[src/rtl/isma_pkg.sv]
// ----------------------------------------------------------------------------
// isma_pkg: shared constants for the interval stopwatch
// Field widths of the input and result beats, the nanosecond wrap constant
// and the default averaging window depth.
// ----------------------------------------------------------------------------
package isma_pkg;

  // Input beat field widths
  localparam int unsigned SEC_W      = 32;
  localparam int unsigned NSEC_W     = 30;

  // Result beat field widths
  localparam int unsigned IVL_SEC_W  = 33;
  localparam int unsigned CNT_OUT_W  = 4;

  // Nanoseconds in one second
  localparam logic [NSEC_W-1:0] NSEC_PER_SEC = 30'd1000000000;

  // Default depth of the averaging window
  localparam int unsigned WINDOW_DEF = 10;

endpackage

[src/rtl/isma_in_if.sv]
// ----------------------------------------------------------------------------
// isma_in_if: timing mark channel
// Valid/ready channel carrying one timestamp per beat.
// ----------------------------------------------------------------------------
interface isma_in_if;

  logic                           valid;
  logic                           ready;
  logic [isma_pkg::SEC_W-1:0]     stamp_sec;
  logic [isma_pkg::NSEC_W-1:0]    stamp_nsec;

  modport source (output valid, output stamp_sec, output stamp_nsec, input ready);
  modport sink   (input valid, input stamp_sec, input stamp_nsec, output ready);

endinterface

[src/rtl/isma_out_if.sv]
// ----------------------------------------------------------------------------
// isma_out_if: stopwatch result channel
// Valid/ready channel carrying the latest interval and the window averages.
// ----------------------------------------------------------------------------
interface isma_out_if;

  logic                                 valid;
  logic                                 ready;
  logic                                 interval_done;
  logic signed [isma_pkg::IVL_SEC_W-1:0] last_sec;
  logic [isma_pkg::NSEC_W-1:0]          last_nsec;
  logic [isma_pkg::CNT_OUT_W-1:0]       sample_count;
  logic signed [isma_pkg::IVL_SEC_W-1:0] avg_sec;
  logic [isma_pkg::NSEC_W-1:0]          avg_nsec;
  logic                                 avg_valid;

  modport source (output valid, output interval_done, output last_sec, output last_nsec,
                  output sample_count, output avg_sec, output avg_nsec, output avg_valid,
                  input ready);
  modport sink   (input valid, input interval_done, input last_sec, input last_nsec,
                  input sample_count, input avg_sec, input avg_nsec, input avg_valid,
                  output ready);

endinterface

[src/rtl/isma_ram.sv]
// ----------------------------------------------------------------------------
// isma_ram: generic single-port-write, single-port-read RAM
// One write and one registered read per cycle.
// ----------------------------------------------------------------------------
module isma_ram #(
  parameter  int unsigned Width = 8,
  parameter  int unsigned Depth = 16,
  localparam int unsigned AddrW = (Depth > 1) ? $clog2(Depth) : 1
) (
  input  logic             clk_i,
  input  logic             we_i,
  input  logic [AddrW-1:0] waddr_i,
  input  logic [Width-1:0] wdata_i,
  input  logic [AddrW-1:0] raddr_i,
  output logic [Width-1:0] rdata_o
);

  logic [Width-1:0] mem_q [Depth];

  // Write port
  always_ff @(posedge clk_i) begin
    if (we_i) begin
      mem_q[waddr_i] <= wdata_i;
    end
  end

  // Registered read port
  always_ff @(posedge clk_i) begin
    rdata_o <= mem_q[raddr_i];
  end

endmodule

[src/rtl/interval_stopwatch_moving_average_top.sv]
// ----------------------------------------------------------------------------
// interval_stopwatch_moving_average_top: interval timer with moving average
// Marks alternate start/stop. A stop mark forms end minus start (with a
// nanosecond borrow), pushes it into a window RAM of the last WINDOW
// intervals, then re-sums the window and divides each component by the
// count on one shared restoring divider.
//
//   channel  dir  modport  payload
//   in_i     in   sink     stamp_sec, stamp_nsec
//   res_o    out  source   interval_done, last_sec, last_nsec, sample_count,
//                          avg_sec, avg_nsec, avg_valid
//
// Start mark: accept, then load the result register.
// Stop mark: form the interval, sweep the n intervals held (one RAM read
//   a cycle), then run the 1-bit-per-cycle divider over DivW =
//   33 + clog2(WINDOW + 1) bits, once for seconds and once for
//   nanoseconds, and load the result register.
// Reset clears all control state; the window RAM needs no clearing pass.
// The result register decouples the sides: a new mark is taken while a
// result still waits; a stalled result holds only the finishing step.
// ----------------------------------------------------------------------------
module interval_stopwatch_moving_average_top #(
  parameter int unsigned WINDOW = isma_pkg::WINDOW_DEF
) (
  input  logic      clk_i,
  input  logic      rst_ni,
  isma_in_if.sink   in_i,
  isma_out_if.source res_o
);

  import isma_pkg::*;

  // Derived widths
  localparam int unsigned AddrW = (WINDOW > 1) ? $clog2(WINDOW) : 1;
  localparam int unsigned CntW  = $clog2(WINDOW + 1);
  localparam int unsigned SumSW = IVL_SEC_W + CntW;
  localparam int unsigned SumNW = NSEC_W + CntW;
  localparam int unsigned DivW  = SumSW;
  localparam int unsigned DivCW = $clog2(DivW);
  localparam int unsigned RamW  = IVL_SEC_W + NSEC_W;

  // Sequencer states
  localparam logic [2:0] S_IDLE = 3'd0;
  localparam logic [2:0] S_SUM  = 3'd1;
  localparam logic [2:0] S_DIVS = 3'd2;
  localparam logic [2:0] S_DIVN = 3'd3;
  localparam logic [2:0] S_OUT  = 3'd4;

  logic [2:0]                  state_q, state_d;
  logic                        await_q, await_d;
  logic [SEC_W-1:0]            start_sec_q, start_sec_d;
  logic [NSEC_W-1:0]           start_nsec_q, start_nsec_d;
  logic signed [IVL_SEC_W-1:0] latest_sec_q, latest_sec_d;
  logic [NSEC_W-1:0]           latest_nsec_q, latest_nsec_d;
  logic [AddrW-1:0]            slot_q, slot_d;
  logic [CntW-1:0]             held_q, held_d;
  logic                        done_q, done_d;
  logic signed [IVL_SEC_W-1:0] avg_sec_q, avg_sec_d;
  logic [NSEC_W-1:0]           avg_nsec_q, avg_nsec_d;

  logic [CntW-1:0]             rd_cnt_q, rd_cnt_d;
  logic                        rd_pend_q, rd_pend_d;
  logic signed [SumSW-1:0]     acc_s_q, acc_s_d;
  logic [SumNW-1:0]            acc_ns_q, acc_ns_d;

  logic [DivW-1:0]             quo_q, quo_d;
  logic [CntW-1:0]             rem_q, rem_d;
  logic [DivCW-1:0]            div_cnt_q, div_cnt_d;
  logic                        neg_q, neg_d;

  logic                        out_valid_q, out_valid_d;

  // Accepted beat
  logic acc_beat;
  assign in_i.ready = (state_q == S_IDLE);
  assign acc_beat   = in_i.valid && in_i.ready;

  // Interval arithmetic: end minus start, borrow a second on negative nsec
  logic [NSEC_W:0]    dns_raw, dns_adj;
  logic               borrow;
  logic [NSEC_W-1:0]  ivl_nsec;
  logic [IVL_SEC_W-1:0] ivl_sec;

  assign dns_raw  = {1'b0, in_i.stamp_nsec} - {1'b0, start_nsec_q};
  assign borrow   = dns_raw[NSEC_W];
  assign dns_adj  = dns_raw + {1'b0, NSEC_PER_SEC};
  assign ivl_nsec = borrow ? dns_adj[NSEC_W-1:0] : dns_raw[NSEC_W-1:0];
  assign ivl_sec  = {1'b0, in_i.stamp_sec} - {1'b0, start_sec_q}
                  - {{(IVL_SEC_W-1){1'b0}}, borrow};

  // Window RAM
  logic             ram_we;
  logic [RamW-1:0]  ram_rdata;
  logic [IVL_SEC_W-1:0] rd_sec;
  logic [NSEC_W-1:0]    rd_nsec;

  assign ram_we = acc_beat && !await_q;
  assign rd_sec  = ram_rdata[RamW-1:NSEC_W];
  assign rd_nsec = ram_rdata[NSEC_W-1:0];

  isma_ram #(
    .Width (RamW),
    .Depth (WINDOW)
  ) u_window (
    .clk_i   (clk_i),
    .we_i    (ram_we),
    .waddr_i (slot_q),
    .wdata_i ({ivl_sec, ivl_nsec}),
    .raddr_i (rd_cnt_q[AddrW-1:0]),
    .rdata_o (ram_rdata)
  );

  // Shared restoring divider step: one quotient bit per cycle
  logic [CntW:0]   trial;
  logic [CntW:0]   den;
  logic            ge;
  logic [CntW:0]   trial_sub;
  logic [CntW-1:0] rem_step;
  logic [DivW-1:0] quo_step;
  logic [DivW-1:0] quo_neg;
  logic            div_last;

  assign trial     = {rem_q, quo_q[DivW-1]};
  assign den       = {1'b0, held_q};
  assign ge        = (trial >= den);
  assign trial_sub = trial - den;
  assign rem_step  = ge ? trial_sub[CntW-1:0] : trial[CntW-1:0];
  assign quo_step  = {quo_q[DivW-2:0], ge};
  assign quo_neg   = ~quo_step + {{(DivW-1){1'b0}}, 1'b1};
  assign div_last  = (div_cnt_q == DivCW'(DivW - 1));

  // Window sweep
  logic rd_issue;
  assign rd_issue = (rd_cnt_q < held_q);

  // Magnitude of the seconds sum
  logic [SumSW-1:0] sum_s_mag;
  assign sum_s_mag = acc_s_q[SumSW-1] ? (~acc_s_q + {{(SumSW-1){1'b0}}, 1'b1})
                                      : acc_s_q;

  // Sequencer
  always_comb begin
    state_d       = state_q;
    await_d       = await_q;
    start_sec_d   = start_sec_q;
    start_nsec_d  = start_nsec_q;
    latest_sec_d  = latest_sec_q;
    latest_nsec_d = latest_nsec_q;
    slot_d        = slot_q;
    held_d        = held_q;
    done_d        = done_q;
    avg_sec_d     = avg_sec_q;
    avg_nsec_d    = avg_nsec_q;
    rd_cnt_d      = rd_cnt_q;
    rd_pend_d     = 1'b0;
    acc_s_d       = acc_s_q;
    acc_ns_d      = acc_ns_q;
    quo_d         = quo_q;
    rem_d         = rem_q;
    div_cnt_d     = div_cnt_q;
    neg_d         = neg_q;
    out_valid_d   = out_valid_q;

    // Drop the result beat once taken
    if (res_o.ready) begin
      out_valid_d = 1'b0;
    end

    case (state_q)
      S_IDLE: begin
        if (acc_beat) begin
          if (await_q) begin
            // Latch the start mark
            start_sec_d  = in_i.stamp_sec;
            start_nsec_d = in_i.stamp_nsec;
            await_d      = 1'b0;
            done_d       = 1'b0;
            state_d      = S_OUT;
          end else begin
            // Close the interval and push it into the window
            latest_sec_d  = ivl_sec;
            latest_nsec_d = ivl_nsec;
            start_sec_d   = '0;
            start_nsec_d  = '0;
            await_d       = 1'b1;
            done_d        = 1'b1;
            slot_d        = (slot_q == AddrW'(WINDOW - 1)) ? '0
                          : slot_q + {{(AddrW-1){1'b0}}, 1'b1};
            if (held_q < CntW'(WINDOW)) begin
              held_d = held_q + {{(CntW-1){1'b0}}, 1'b1};
            end
            rd_cnt_d = '0;
            acc_s_d  = '0;
            acc_ns_d = '0;
            state_d  = S_SUM;
          end
        end
      end

      S_SUM: begin
        // Issue one read a cycle, add its data in the cycle after
        if (rd_issue) begin
          rd_cnt_d  = rd_cnt_q + {{(CntW-1){1'b0}}, 1'b1};
          rd_pend_d = 1'b1;
        end
        if (rd_pend_q) begin
          acc_s_d  = acc_s_q + SumSW'($signed(rd_sec));
          acc_ns_d = acc_ns_q + SumNW'(rd_nsec);
        end
        if (!rd_issue && !rd_pend_q) begin
          quo_d     = sum_s_mag;
          rem_d     = '0;
          div_cnt_d = '0;
          neg_d     = acc_s_q[SumSW-1];
          state_d   = S_DIVS;
        end
      end

      S_DIVS: begin
        quo_d     = quo_step;
        rem_d     = rem_step;
        div_cnt_d = div_cnt_q + {{(DivCW-1){1'b0}}, 1'b1};
        if (div_last) begin
          // Restore the sign, then divide the nanoseconds sum
          avg_sec_d = neg_q ? quo_neg[IVL_SEC_W-1:0] : quo_step[IVL_SEC_W-1:0];
          quo_d     = DivW'(acc_ns_q);
          rem_d     = '0;
          div_cnt_d = '0;
          state_d   = S_DIVN;
        end
      end

      S_DIVN: begin
        quo_d     = quo_step;
        rem_d     = rem_step;
        div_cnt_d = div_cnt_q + {{(DivCW-1){1'b0}}, 1'b1};
        if (div_last) begin
          avg_nsec_d = quo_step[NSEC_W-1:0];
          state_d    = S_OUT;
        end
      end

      S_OUT: begin
        // Load the result register when it is free
        if (!out_valid_q || res_o.ready) begin
          out_valid_d = 1'b1;
          state_d     = S_IDLE;
        end
      end

      default: begin
        state_d = S_IDLE;
      end
    endcase
  end

  // Control and architectural state
  always_ff @(posedge clk_i or negedge rst_ni) begin
    if (!rst_ni) begin
      state_q       <= S_IDLE;
      await_q       <= 1'b1;
      start_sec_q   <= '0;
      start_nsec_q  <= '0;
      latest_sec_q  <= '0;
      latest_nsec_q <= '0;
      slot_q        <= '0;
      held_q        <= '0;
      done_q        <= 1'b0;
      avg_sec_q     <= '0;
      avg_nsec_q    <= '0;
      rd_cnt_q      <= '0;
      rd_pend_q     <= 1'b0;
      div_cnt_q     <= '0;
      out_valid_q   <= 1'b0;
    end else begin
      state_q       <= state_d;
      await_q       <= await_d;
      start_sec_q   <= start_sec_d;
      start_nsec_q  <= start_nsec_d;
      latest_sec_q  <= latest_sec_d;
      latest_nsec_q <= latest_nsec_d;
      slot_q        <= slot_d;
      held_q        <= held_d;
      done_q        <= done_d;
      avg_sec_q     <= avg_sec_d;
      avg_nsec_q    <= avg_nsec_d;
      rd_cnt_q      <= rd_cnt_d;
      rd_pend_q     <= rd_pend_d;
      div_cnt_q     <= div_cnt_d;
      out_valid_q   <= out_valid_d;
    end
  end

  // Datapath registers
  always_ff @(posedge clk_i) begin
    acc_s_q  <= acc_s_d;
    acc_ns_q <= acc_ns_d;
    quo_q    <= quo_d;
    rem_q    <= rem_d;
    neg_q    <= neg_d;
  end

  // Result register
  logic [CntW+CNT_OUT_W-1:0] held_ext;
  assign held_ext = {{CNT_OUT_W{1'b0}}, held_q};

  always_ff @(posedge clk_i) begin
    if (state_q == S_OUT && (!out_valid_q || res_o.ready)) begin
      res_o.interval_done <= done_q;
      res_o.last_sec      <= latest_sec_q;
      res_o.last_nsec     <= latest_nsec_q;
      res_o.sample_count  <= held_ext[CNT_OUT_W-1:0];
      res_o.avg_sec       <= avg_sec_q;
      res_o.avg_nsec      <= avg_nsec_q;
      res_o.avg_valid     <= (held_q != '0);
    end
  end

  assign res_o.valid = out_valid_q;

`ifndef SYNTHESIS
  // Window count never exceeds the depth
  a_held_max: assert property (@(posedge clk_i) disable iff (!rst_ni)
    held_q <= CntW'(WINDOW))
    else $error("window count above depth");

  // Write slot stays inside the window
  a_slot_range: assert property (@(posedge clk_i) disable iff (!rst_ni)
    {1'b0, slot_q} < (AddrW+1)'(WINDOW))
    else $error("write slot out of range");

  // A start mark goes straight to the result step
  a_start_fast: assert property (@(posedge clk_i) disable iff (!rst_ni)
    (acc_beat && await_q) |=> (state_q == S_OUT))
    else $error("start mark did not bypass averaging");

  // A stop mark always leaves a nonempty window to sweep
  a_sum_nonempty: assert property (@(posedge clk_i) disable iff (!rst_ni)
    (acc_beat && !await_q) |=> (state_q == S_SUM && held_q != '0))
    else $error("stop mark left empty window");

  // The divider runs only over a nonzero count
  a_div_den: assert property (@(posedge clk_i) disable iff (!rst_ni)
    (state_q == S_DIVS || state_q == S_DIVN) |-> (held_q != '0))
    else $error("divide by zero count");
`endif

endmodule
[src/flat_wrapper.sv]
// flat-port wrapper written by rule: the top's interface ports become plain ports
module interval_stopwatch_moving_average_top_flat import isma_pkg::*;
#(
  parameter int unsigned WINDOW = isma_pkg::WINDOW_DEF
)
  (clk_i, rst_ni, in_i_valid, in_i_stamp_sec, in_i_stamp_nsec, in_i_ready, res_o_valid, res_o_interval_done, res_o_last_sec, res_o_last_nsec, res_o_sample_count, res_o_avg_sec, res_o_avg_nsec, res_o_avg_valid, res_o_ready);
  isma_in_if in_i_i ();
  isma_out_if res_o_i ();
  input  logic clk_i;
  input  logic rst_ni;
  input wire logic [$bits(in_i_i.valid)-1:0] in_i_valid;
  input wire logic [$bits(in_i_i.stamp_sec)-1:0] in_i_stamp_sec;
  input wire logic [$bits(in_i_i.stamp_nsec)-1:0] in_i_stamp_nsec;
  output wire logic [$bits(in_i_i.ready)-1:0] in_i_ready;
  output wire logic [$bits(res_o_i.valid)-1:0] res_o_valid;
  output wire logic [$bits(res_o_i.interval_done)-1:0] res_o_interval_done;
  output wire logic [$bits(res_o_i.last_sec)-1:0] res_o_last_sec;
  output wire logic [$bits(res_o_i.last_nsec)-1:0] res_o_last_nsec;
  output wire logic [$bits(res_o_i.sample_count)-1:0] res_o_sample_count;
  output wire logic [$bits(res_o_i.avg_sec)-1:0] res_o_avg_sec;
  output wire logic [$bits(res_o_i.avg_nsec)-1:0] res_o_avg_nsec;
  output wire logic [$bits(res_o_i.avg_valid)-1:0] res_o_avg_valid;
  input wire logic [$bits(res_o_i.ready)-1:0] res_o_ready;
  assign in_i_i.valid = in_i_valid;
  assign in_i_i.stamp_sec = in_i_stamp_sec;
  assign in_i_i.stamp_nsec = in_i_stamp_nsec;
  assign in_i_ready = in_i_i.ready;
  assign res_o_valid = res_o_i.valid;
  assign res_o_interval_done = res_o_i.interval_done;
  assign res_o_last_sec = res_o_i.last_sec;
  assign res_o_last_nsec = res_o_i.last_nsec;
  assign res_o_sample_count = res_o_i.sample_count;
  assign res_o_avg_sec = res_o_i.avg_sec;
  assign res_o_avg_nsec = res_o_i.avg_nsec;
  assign res_o_avg_valid = res_o_i.avg_valid;
  assign res_o_i.ready = res_o_ready;
  interval_stopwatch_moving_average_top #(.WINDOW(WINDOW)) u_core (.clk_i(clk_i), .rst_ni(rst_ni), .in_i(in_i_i), .res_o(res_o_i));
endmodule
[config.mk]
export PLATFORM = sky130hd
export DESIGN_NAME = interval_stopwatch_moving_average_top_flat
export DESIGN_NICKNAME = d
export VERILOG_FILES = /design/src/rtl/isma_pkg.sv /design/src/rtl/isma_in_if.sv /design/src/rtl/isma_out_if.sv /design/src/rtl/isma_ram.sv /design/src/rtl/interval_stopwatch_moving_average_top.sv /design/src/flat_wrapper.sv
export SDC_FILE = /design/constraint.sdc
export NUM_CORES = 2
export LEC_CHECK = 0
export ABC_CLOCK_PERIOD_IN_PS = 6600
export BUFFER_PORTS_ARGS = -buffer_cell sky130_fd_sc_hd__buf_2
export CORE_UTILIZATION = 56
export DETAILED_ROUTE_END_ITERATION = 8
export GPL_TIMING_DRIVEN = 0
export PLACE_DENSITY = 0.76
export SLEW_MARGIN = 5
export SYNTH_ARGS = -nofsm -noshare
export SYNTH_HDL_FRONTEND = slang
export SYNTH_HIERARCHICAL = 1
export SYNTH_SLANG_ARGS = --single-unit
[constraint.sdc]
create_clock -name clk_i -period 6.6 [get_ports clk_i]
set_input_delay 0.33 -clock clk_i [delete_from_list [all_inputs] [get_ports clk_i]]
set_output_delay 0.33 -clock clk_i [all_outputs]
set_load 0.005 [all_outputs]
Yosys cells after proc, flatten, opt, wreduce, memory -nomap -nowiden

Memories as Yosys holds them, arrays and structs flattened. A register that Yosys moved wholly into a read port is not among the register bits.
Cells that the tools add are included.

Add/sub/neg operators: 13
Multiply operators: 0
Divide/modulo/power cells: 0
$lt $le $gt $ge: 3
Equality and inequality tests: 14
Shift operators: 0
Multiplexer cells: 43
Bitwise gates (word level): 3
Reduce and logical (&&, ||, !) cells: 23

Operators by type and width:

| cell                                          | number |
|---|---|
| 2-to-1 mux 37 bit                             | 6 |
| one-hot mux 37 bit (3 select lines)           | 1 |
| 2-to-1 mux 34 bit                             | 3 |
| one-hot mux 37 bit (2 select lines)           | 1 |
| one-hot mux 34 bit (2 select lines)           | 1 |
| 2-to-1 mux 30 bit                             | 2 |
| adder 37 x 1 -> 37 bit, second input constant | 1 |
| adder 37 x 33 -> 37 bit                       | 1 |
| inverter 37 bit                               | 1 |
| adder 34 x 30 -> 34 bit                       | 1 |
| adder 33 x 1 -> 33 bit, second input constant | 1 |
| 2-to-1 mux 33 bit                             | 1 |
| inverter 33 bit                               | 1 |
| subtractor 32 x 32 -> 33 bit                  | 1 |
| subtractor 33 x 1 -> 33 bit                   | 1 |
| 2-to-1 mux 32 bit                             | 1 |
| subtractor 30 x 30 -> 31 bit                  | 1 |
| adder 30 bit, second input constant           | 1 |
| 2-to-1 mux 4 bit                              | 7 |
| 2-to-1 mux 3 bit                              | 6 |
| one-hot mux 6 bit (3 select lines)            | 1 |
| one-hot mux 3 bit (5 select lines)            | 1 |
| adder 4 x 1 -> 4 bit, second input constant   | 3 |
| 2-to-1 mux 6 bit                              | 2 |
| 27 further kinds                              | 53 |

Register bits after elaboration: 458
Latch bits: 0
Memory bits (writable): 630
Memory bits (read-only): 0
Bits of input ports: 66
Output and inout bits: 134
Word-level logic and storage cells: 127
Memories: 1

Memories:

| name                  | words | width | rd ports | clocked after memory_dff | wr ports | RTL line       | text |
|---|---|---|---|---|---|---|---|
| u_core.u_window.mem_q | 10    | 63    | 1        | 1                        | 1        | isma_ram.sv:18 | `logic [Width-1:0] mem_q [Depth];` |

Longest topological paths before layout

Depth in word-level cells: 5
Gate-level depth with buffers: 27
Depth with buffers taken out: 27

Modules after synthesis

The synthesis kept the hierarchy.

Modules (own cells, without submodules):

| module                                | instances | cells an instance | area an instance (µm²) | sequential area each (µm²) |
|---|---|---|---|---|
| isma_ram                              | 1         | 1355              | 25997.4                | 20179.4 |
| interval_stopwatch_moving_average_top | 1         | 2597              | 25918.6                | 12688.4 |

Worst setup path after synthesis

OpenSTA, ideal clock, no wires.

Kind: reg-to-reg
From: register u_core.state_q[2]
To: memory u_core/u_window/mem_q[0][0] (netlist bit), enable pin
Library setup time: 0.561 ns
Arrival time: 6.808 ns
Required time: 6.039 ns
Setup slack: -0.769 ns
Stages on the path, launching flop included: 10
Buffers on the path: 3
Period minus slack after synthesis: 7.369 ns
Cells stage by stage: dfrtp_1 clkbuf_1 nor3_1 nand2_1 or2_0 inv_1 buf_1 buf_1 or3b_2 nor3_1

Word-level cells in the longest chain between the ends: 5

RTL lines:

| what                                   | RTL line                                     | text |
|---|---|---|
| start, declared                        | interval_stopwatch_moving_average_top.sv:49  | `logic [2:0] state_q, state_d;` |
| start signal, assigned                 | interval_stopwatch_moving_average_top.sv:276 | `state_q <= state_d;` |
| logical NOT 3 bit                      | interval_stopwatch_moving_average_top.sv:75  | `assign in_i.ready = (state_q == S_IDLE);` |
| via in_i_ready                         | flat_wrapper.sv:14                           | `output wire logic [$bits(in_i_i.ready)-1:0] in_i_ready;` |
| logical AND 1 bit                      | interval_stopwatch_moving_average_top.sv:76  | `assign acc_beat = in_i.valid && in_i.ready;` |
| logical AND 1 bit                      | interval_stopwatch_moving_average_top.sv:97  | `assign ram_we = acc_beat && !await_q;` |
| via u_core.ram_we                      | interval_stopwatch_moving_average_top.sv:92  | `logic ram_we;` |
| 2-to-1 mux 1 bit                       | isma_ram.sv:22                               | `if (we_i) begin` |
| 2-to-1 mux 1 bit (implied by the code) | isma_ram.sv:23                               | `mem_q[waddr_i] <= wdata_i;` |
| end, declared                          | isma_ram.sv:18                               |  |

The timed path passes the listed nets, and every way through them passes these cells.

Worst setup path after layout

From: register u_core.start_nsec_q[0]
To: register u_core.latest_sec_q[32]

Word-level cells in the longest chain between the ends: 2

RTL lines:

| what                         | RTL line                                     | text |
|---|---|---|
| start, declared              | interval_stopwatch_moving_average_top.sv:52  | `logic [NSEC_W-1:0] start_nsec_q, start_nsec_d;` |
| start signal, assigned       | interval_stopwatch_moving_average_top.sv:279 | `start_nsec_q <= start_nsec_d;` |
| subtractor 30 x 30 -> 31 bit | interval_stopwatch_moving_average_top.sv:84  | `assign dns_raw = {1'b0, in_i.stamp_nsec} - {1'b0, start_nsec_q};` |
| subtractor 33 x 1 -> 33 bit  | interval_stopwatch_moving_average_top.sv:89  | `- {{(IVL_SEC_W-1){1'b0}}, borrow};` |
| via u_core.ivl_sec[32]       | interval_stopwatch_moving_average_top.sv:82  | `logic [IVL_SEC_W-1:0] ivl_sec;` |
| end signal, assigned         | interval_stopwatch_moving_average_top.sv:280 | `latest_sec_q <= latest_sec_d;` |
| end, declared                | interval_stopwatch_moving_average_top.sv:53  | `logic signed [IVL_SEC_W-1:0] latest_sec_q, latest_sec_d;` |

The timed path passes the listed nets, and every way through them passes these cells.
A chain may end at the register's enable or synchronous reset.

==> results.toml <==
[outcome]
status = "finished clean"

[cts]
cts_buffers = 113
cts_tree = "built"
clk_latency_ps = 710
clockBufferDepth = 3
clock_sinks = 1151
cts_root_buffer = "clkbuf_16"
cts.clk_slew.worst_paths_ps = 60
htree_levels = 3

[drt]
routed_wl_mm = 128
dr.pass1.iters = 6
num_vias = 33849
routedWlPerCell_um = 22.4
viasPerCell = 5.92
drt_iter0_drc = 3148
drc = 0
antenna_left = 0

[global_routing]
antenna_found_initial = 5
overflow = 0
grt_pass1_wl_mm = 193
grt_use_total_pct = 27.1
grt_pass1_vias = 33119
grt_max_degree = 95

[sta]
relSlewSlack_pct = 9.17
finalCritPeriodShare_pct = 97.6
slew_violations = 0
finalSetupViolCount = 0
fmax_mhz = 155
tightestPinTransition_ps = 1360
skew_ps = 23.5
fin_crit_ps = 6440
hold_viol_final = 0

[floorplanning]
initial_utilization_pct = 56.6
die_area_sq_mm = 0.0939
coreArea_sq_mm = 0.0918
row_count = 111
die_w_um = 306
ioPinCount = 200
fp.dieH_um = 306

[synth]
yosysWarnings = 6
async_flop_share_pct = 18.5
synth_cell_types = 84
synth_nets = 4197
syn_area_per_cell_sq_um = 13.1
synth_enable_flop_cells = 875
synth_cells = 3952
synth_seq_cells = 1151
synthesis.area_sq_mm = 0.0519
synth_top_flop_cell = "edfxtp_1"
ys_seq_area_share_pct = 63.3

[cells_and_area]
layout_common_cells = "875 x edfxtp_1, 504 x nand2_1, 215 x buf_2"
layout-area-overhead-vs-synth_pct = 15.7
final_core_util_pct = 65.4
n_fill_cell = 6407
num-nets-final = 4621
final_layout_size_suffix_gt1_share_pct = 16.9
final_common_cell = "edfxtp_1"

[power_and_ir_drop]
p_per_area_mw_per_mm2 = 524
cellLeakagePower_nw = 23.1
fin_total_pwr_mw = 31.5
ir_worst_vdd_uv = 322

[critical_path]
required_ps = 7180
crit_family = "compound AO/OA/AOI/OAI gates"
crit_slowest_cell = "fa_1"
cp_max_fo = 11
slowest_delay_ps = 500
cp.arrival_ps = 7020
critical_path_class = "flop to flop"
path_buf_inv = 3
start_kind = "flop"
setup.worst_path.end_class = "flop"

[placement]
gp_congestion = 0.978
portBuffers = 199
dp_hpwl_mm = 89.1

[job]
drv_cap = 0

[worst_hold_path]
holdCritPathClass = "input port to asynchronous set/reset pin"
## registers in the layout, indices dropped and copies added (netlist names), 3 cells and up
register and count:
u_core/start_nsec_q 30, u_core/avg_nsec_q 30, u_core/latest_nsec_q 30, u_core/div_cnt_q 6
u_core/state_q 3, u_core/res_o.last_sec 33, u_core/latest_sec_q 33, u_core/res_o.last_nsec 30
u_core/quo_q 37, u_core/u_window/mem_q 630, u_core/acc_s_q 37, u_core/rd_cnt_q 4
u_core/acc_ns_q 34, u_core/avg_sec_q 33, u_core/slot_q 4, u_core/rem_q 4
u_core/res_o.avg_nsec 30, u_core/u_window/rdata_o 63, u_core/res_o.avg_sec 33, u_core/held_q 4
u_core/start_sec_q 32, u_core/res_o.sample_count 4
## layer usage
layer / track usage [%] / up-vias / part of all wire [%] / wire length, um
met1: 35.7 / 16602 / 41 / 52000
met5: 0 / - / 0 / 0
met4: 11.0 / 0 / 3.9 / 4940
met2: 45.5 / 1456 / 49 / 62600
li1: - / 15520 / - / -
met3: 3.64 / 271 / 6.7 / 8610
## cell type report
cell class / instances / area [sq um] / area share [%]
diodes: 3 / 7.51 / 0.0125
plain buffers: 167 / 803 / 1.34
clock buffers: 148 / 3090 / 5.15
clock inverters: 63 / 628 / 1.05
inverters: 178 / 671 / 1.12
multi-input cells: 2456 / 17900 / 29.9
flip-flops and latches: 1151 / 32900 / 54.7
well taps: 1243 / 1560 / 2.59
repair buffers: 309 / 2500 / 4.16
## report_power, final
group          internal (mW)  switching [mW]  leakage [nW]  total, mW
Sequential              10.9           0.930          11.3       11.8
Combinational           4.78            8.47          10.1       13.2
Clock                   3.63            2.75          1.81       6.38
Total                   19.3            12.1          23.1       31.5
## cells by family after synthesis
logic type / count (synthesis) / share of synthesized area (%)
DFF: 1151 / 63.3
and+or+nand+nor: 918 / 7.82
AOI/OAI and AO/OA: 800 / 10.8
muxes: 367 / 7.65
buffers and inverters: 345 / 2.83
xor gates and xnor gates: 192 / 3.24
adders and majority gates: 179 / 4.40
## metrics by stage
| step | std cells | hold slack, ps | cell area, sq um | setup WS, ps | TNS (ps) |
|---|---|---|---|---|---|
| after floorplan | 3952 | 34.4 | 51900 | 576 | 0 |
| after global placement | 5394 | 428 | 54500 | -3490 | -2339700 |
| after detailed placement | 5434 | 194 | 55400 | -1530 | -167710 |
| after CTS | 5713 | 28.5 | 60000 | 54.4 | 0 |
| after global routing | 5716 | 61.4 | 60100 | -73.5 | -140 |
| final | 5718 | 57.3 | 60100 | 158 | 0 |
## cells in the mapped netlist, drive strengths merged, types with 8 or more instances
master	n	area (sq um)
a211oi	11	82.6
nor3	39	195
and3	21	131
buf	59	397
nor2	171	642
dfrtp	212	5310
and2	18	113
o21ai	199	996
o22ai	66	413
o21a	23	173
a21oi	118	591
ha	173	2160
clkbuf	108	405
dfxtp	63	1260
nor3b	9	67.6
inv	177	664
a221oi	15	131
nand3	27	135
a21o	73	548
nand4	13	81.3
nand2	504	1890
mux2i	130	1300
a22o	63	552
o211ai	11	82.6
or2	9	56.3
or4	16	131
edfxtp	875	26300
nand3b	8	60.1
o31ai	83	848
mux2	237	2670
a31oi	44	275
nor2b	23	144
a211o	11	96.3
o41ai	17	201
nand2b	33	214
xnor2	100	876
or3	12	80.1
xor2	92	806
## what timing repair did
action / 4_1_cts / 5_1_grt
endpoints found under the hold margin: 182 / 0
endpoints found under the setup margin: 197 / 154
gates cloned: 0 / 0
buffers inserted: 4 / 2
gates resized for setup: 32 / 12
hold buffers: 64 / 0
pin swaps: 5 / 5
## final timing paths
kind                                          from                         to  slack, ps  depth (start not counted)
max                         u_core/start_nsec_q[0]    u_core/latest_sec_q[32]        160                         27
min                                         rst_ni     u_core/start_nsec_q[9]         60                          2
max reg2reg                 u_core/start_nsec_q[0]    u_core/latest_sec_q[32]        160                         27
min reg2reg                u_core/latest_sec_q[21]  u_core/res_o.last_sec[21]        440                          0
max in group asynchronous                   rst_ni      u_core/avg_nsec_q[17]       5220                          4
min in group clk_i              in_i_stamp_sec[18]     u_core/start_sec_q[18]        430                          4
Note: power is estimated with default switching activity, not from simulation.
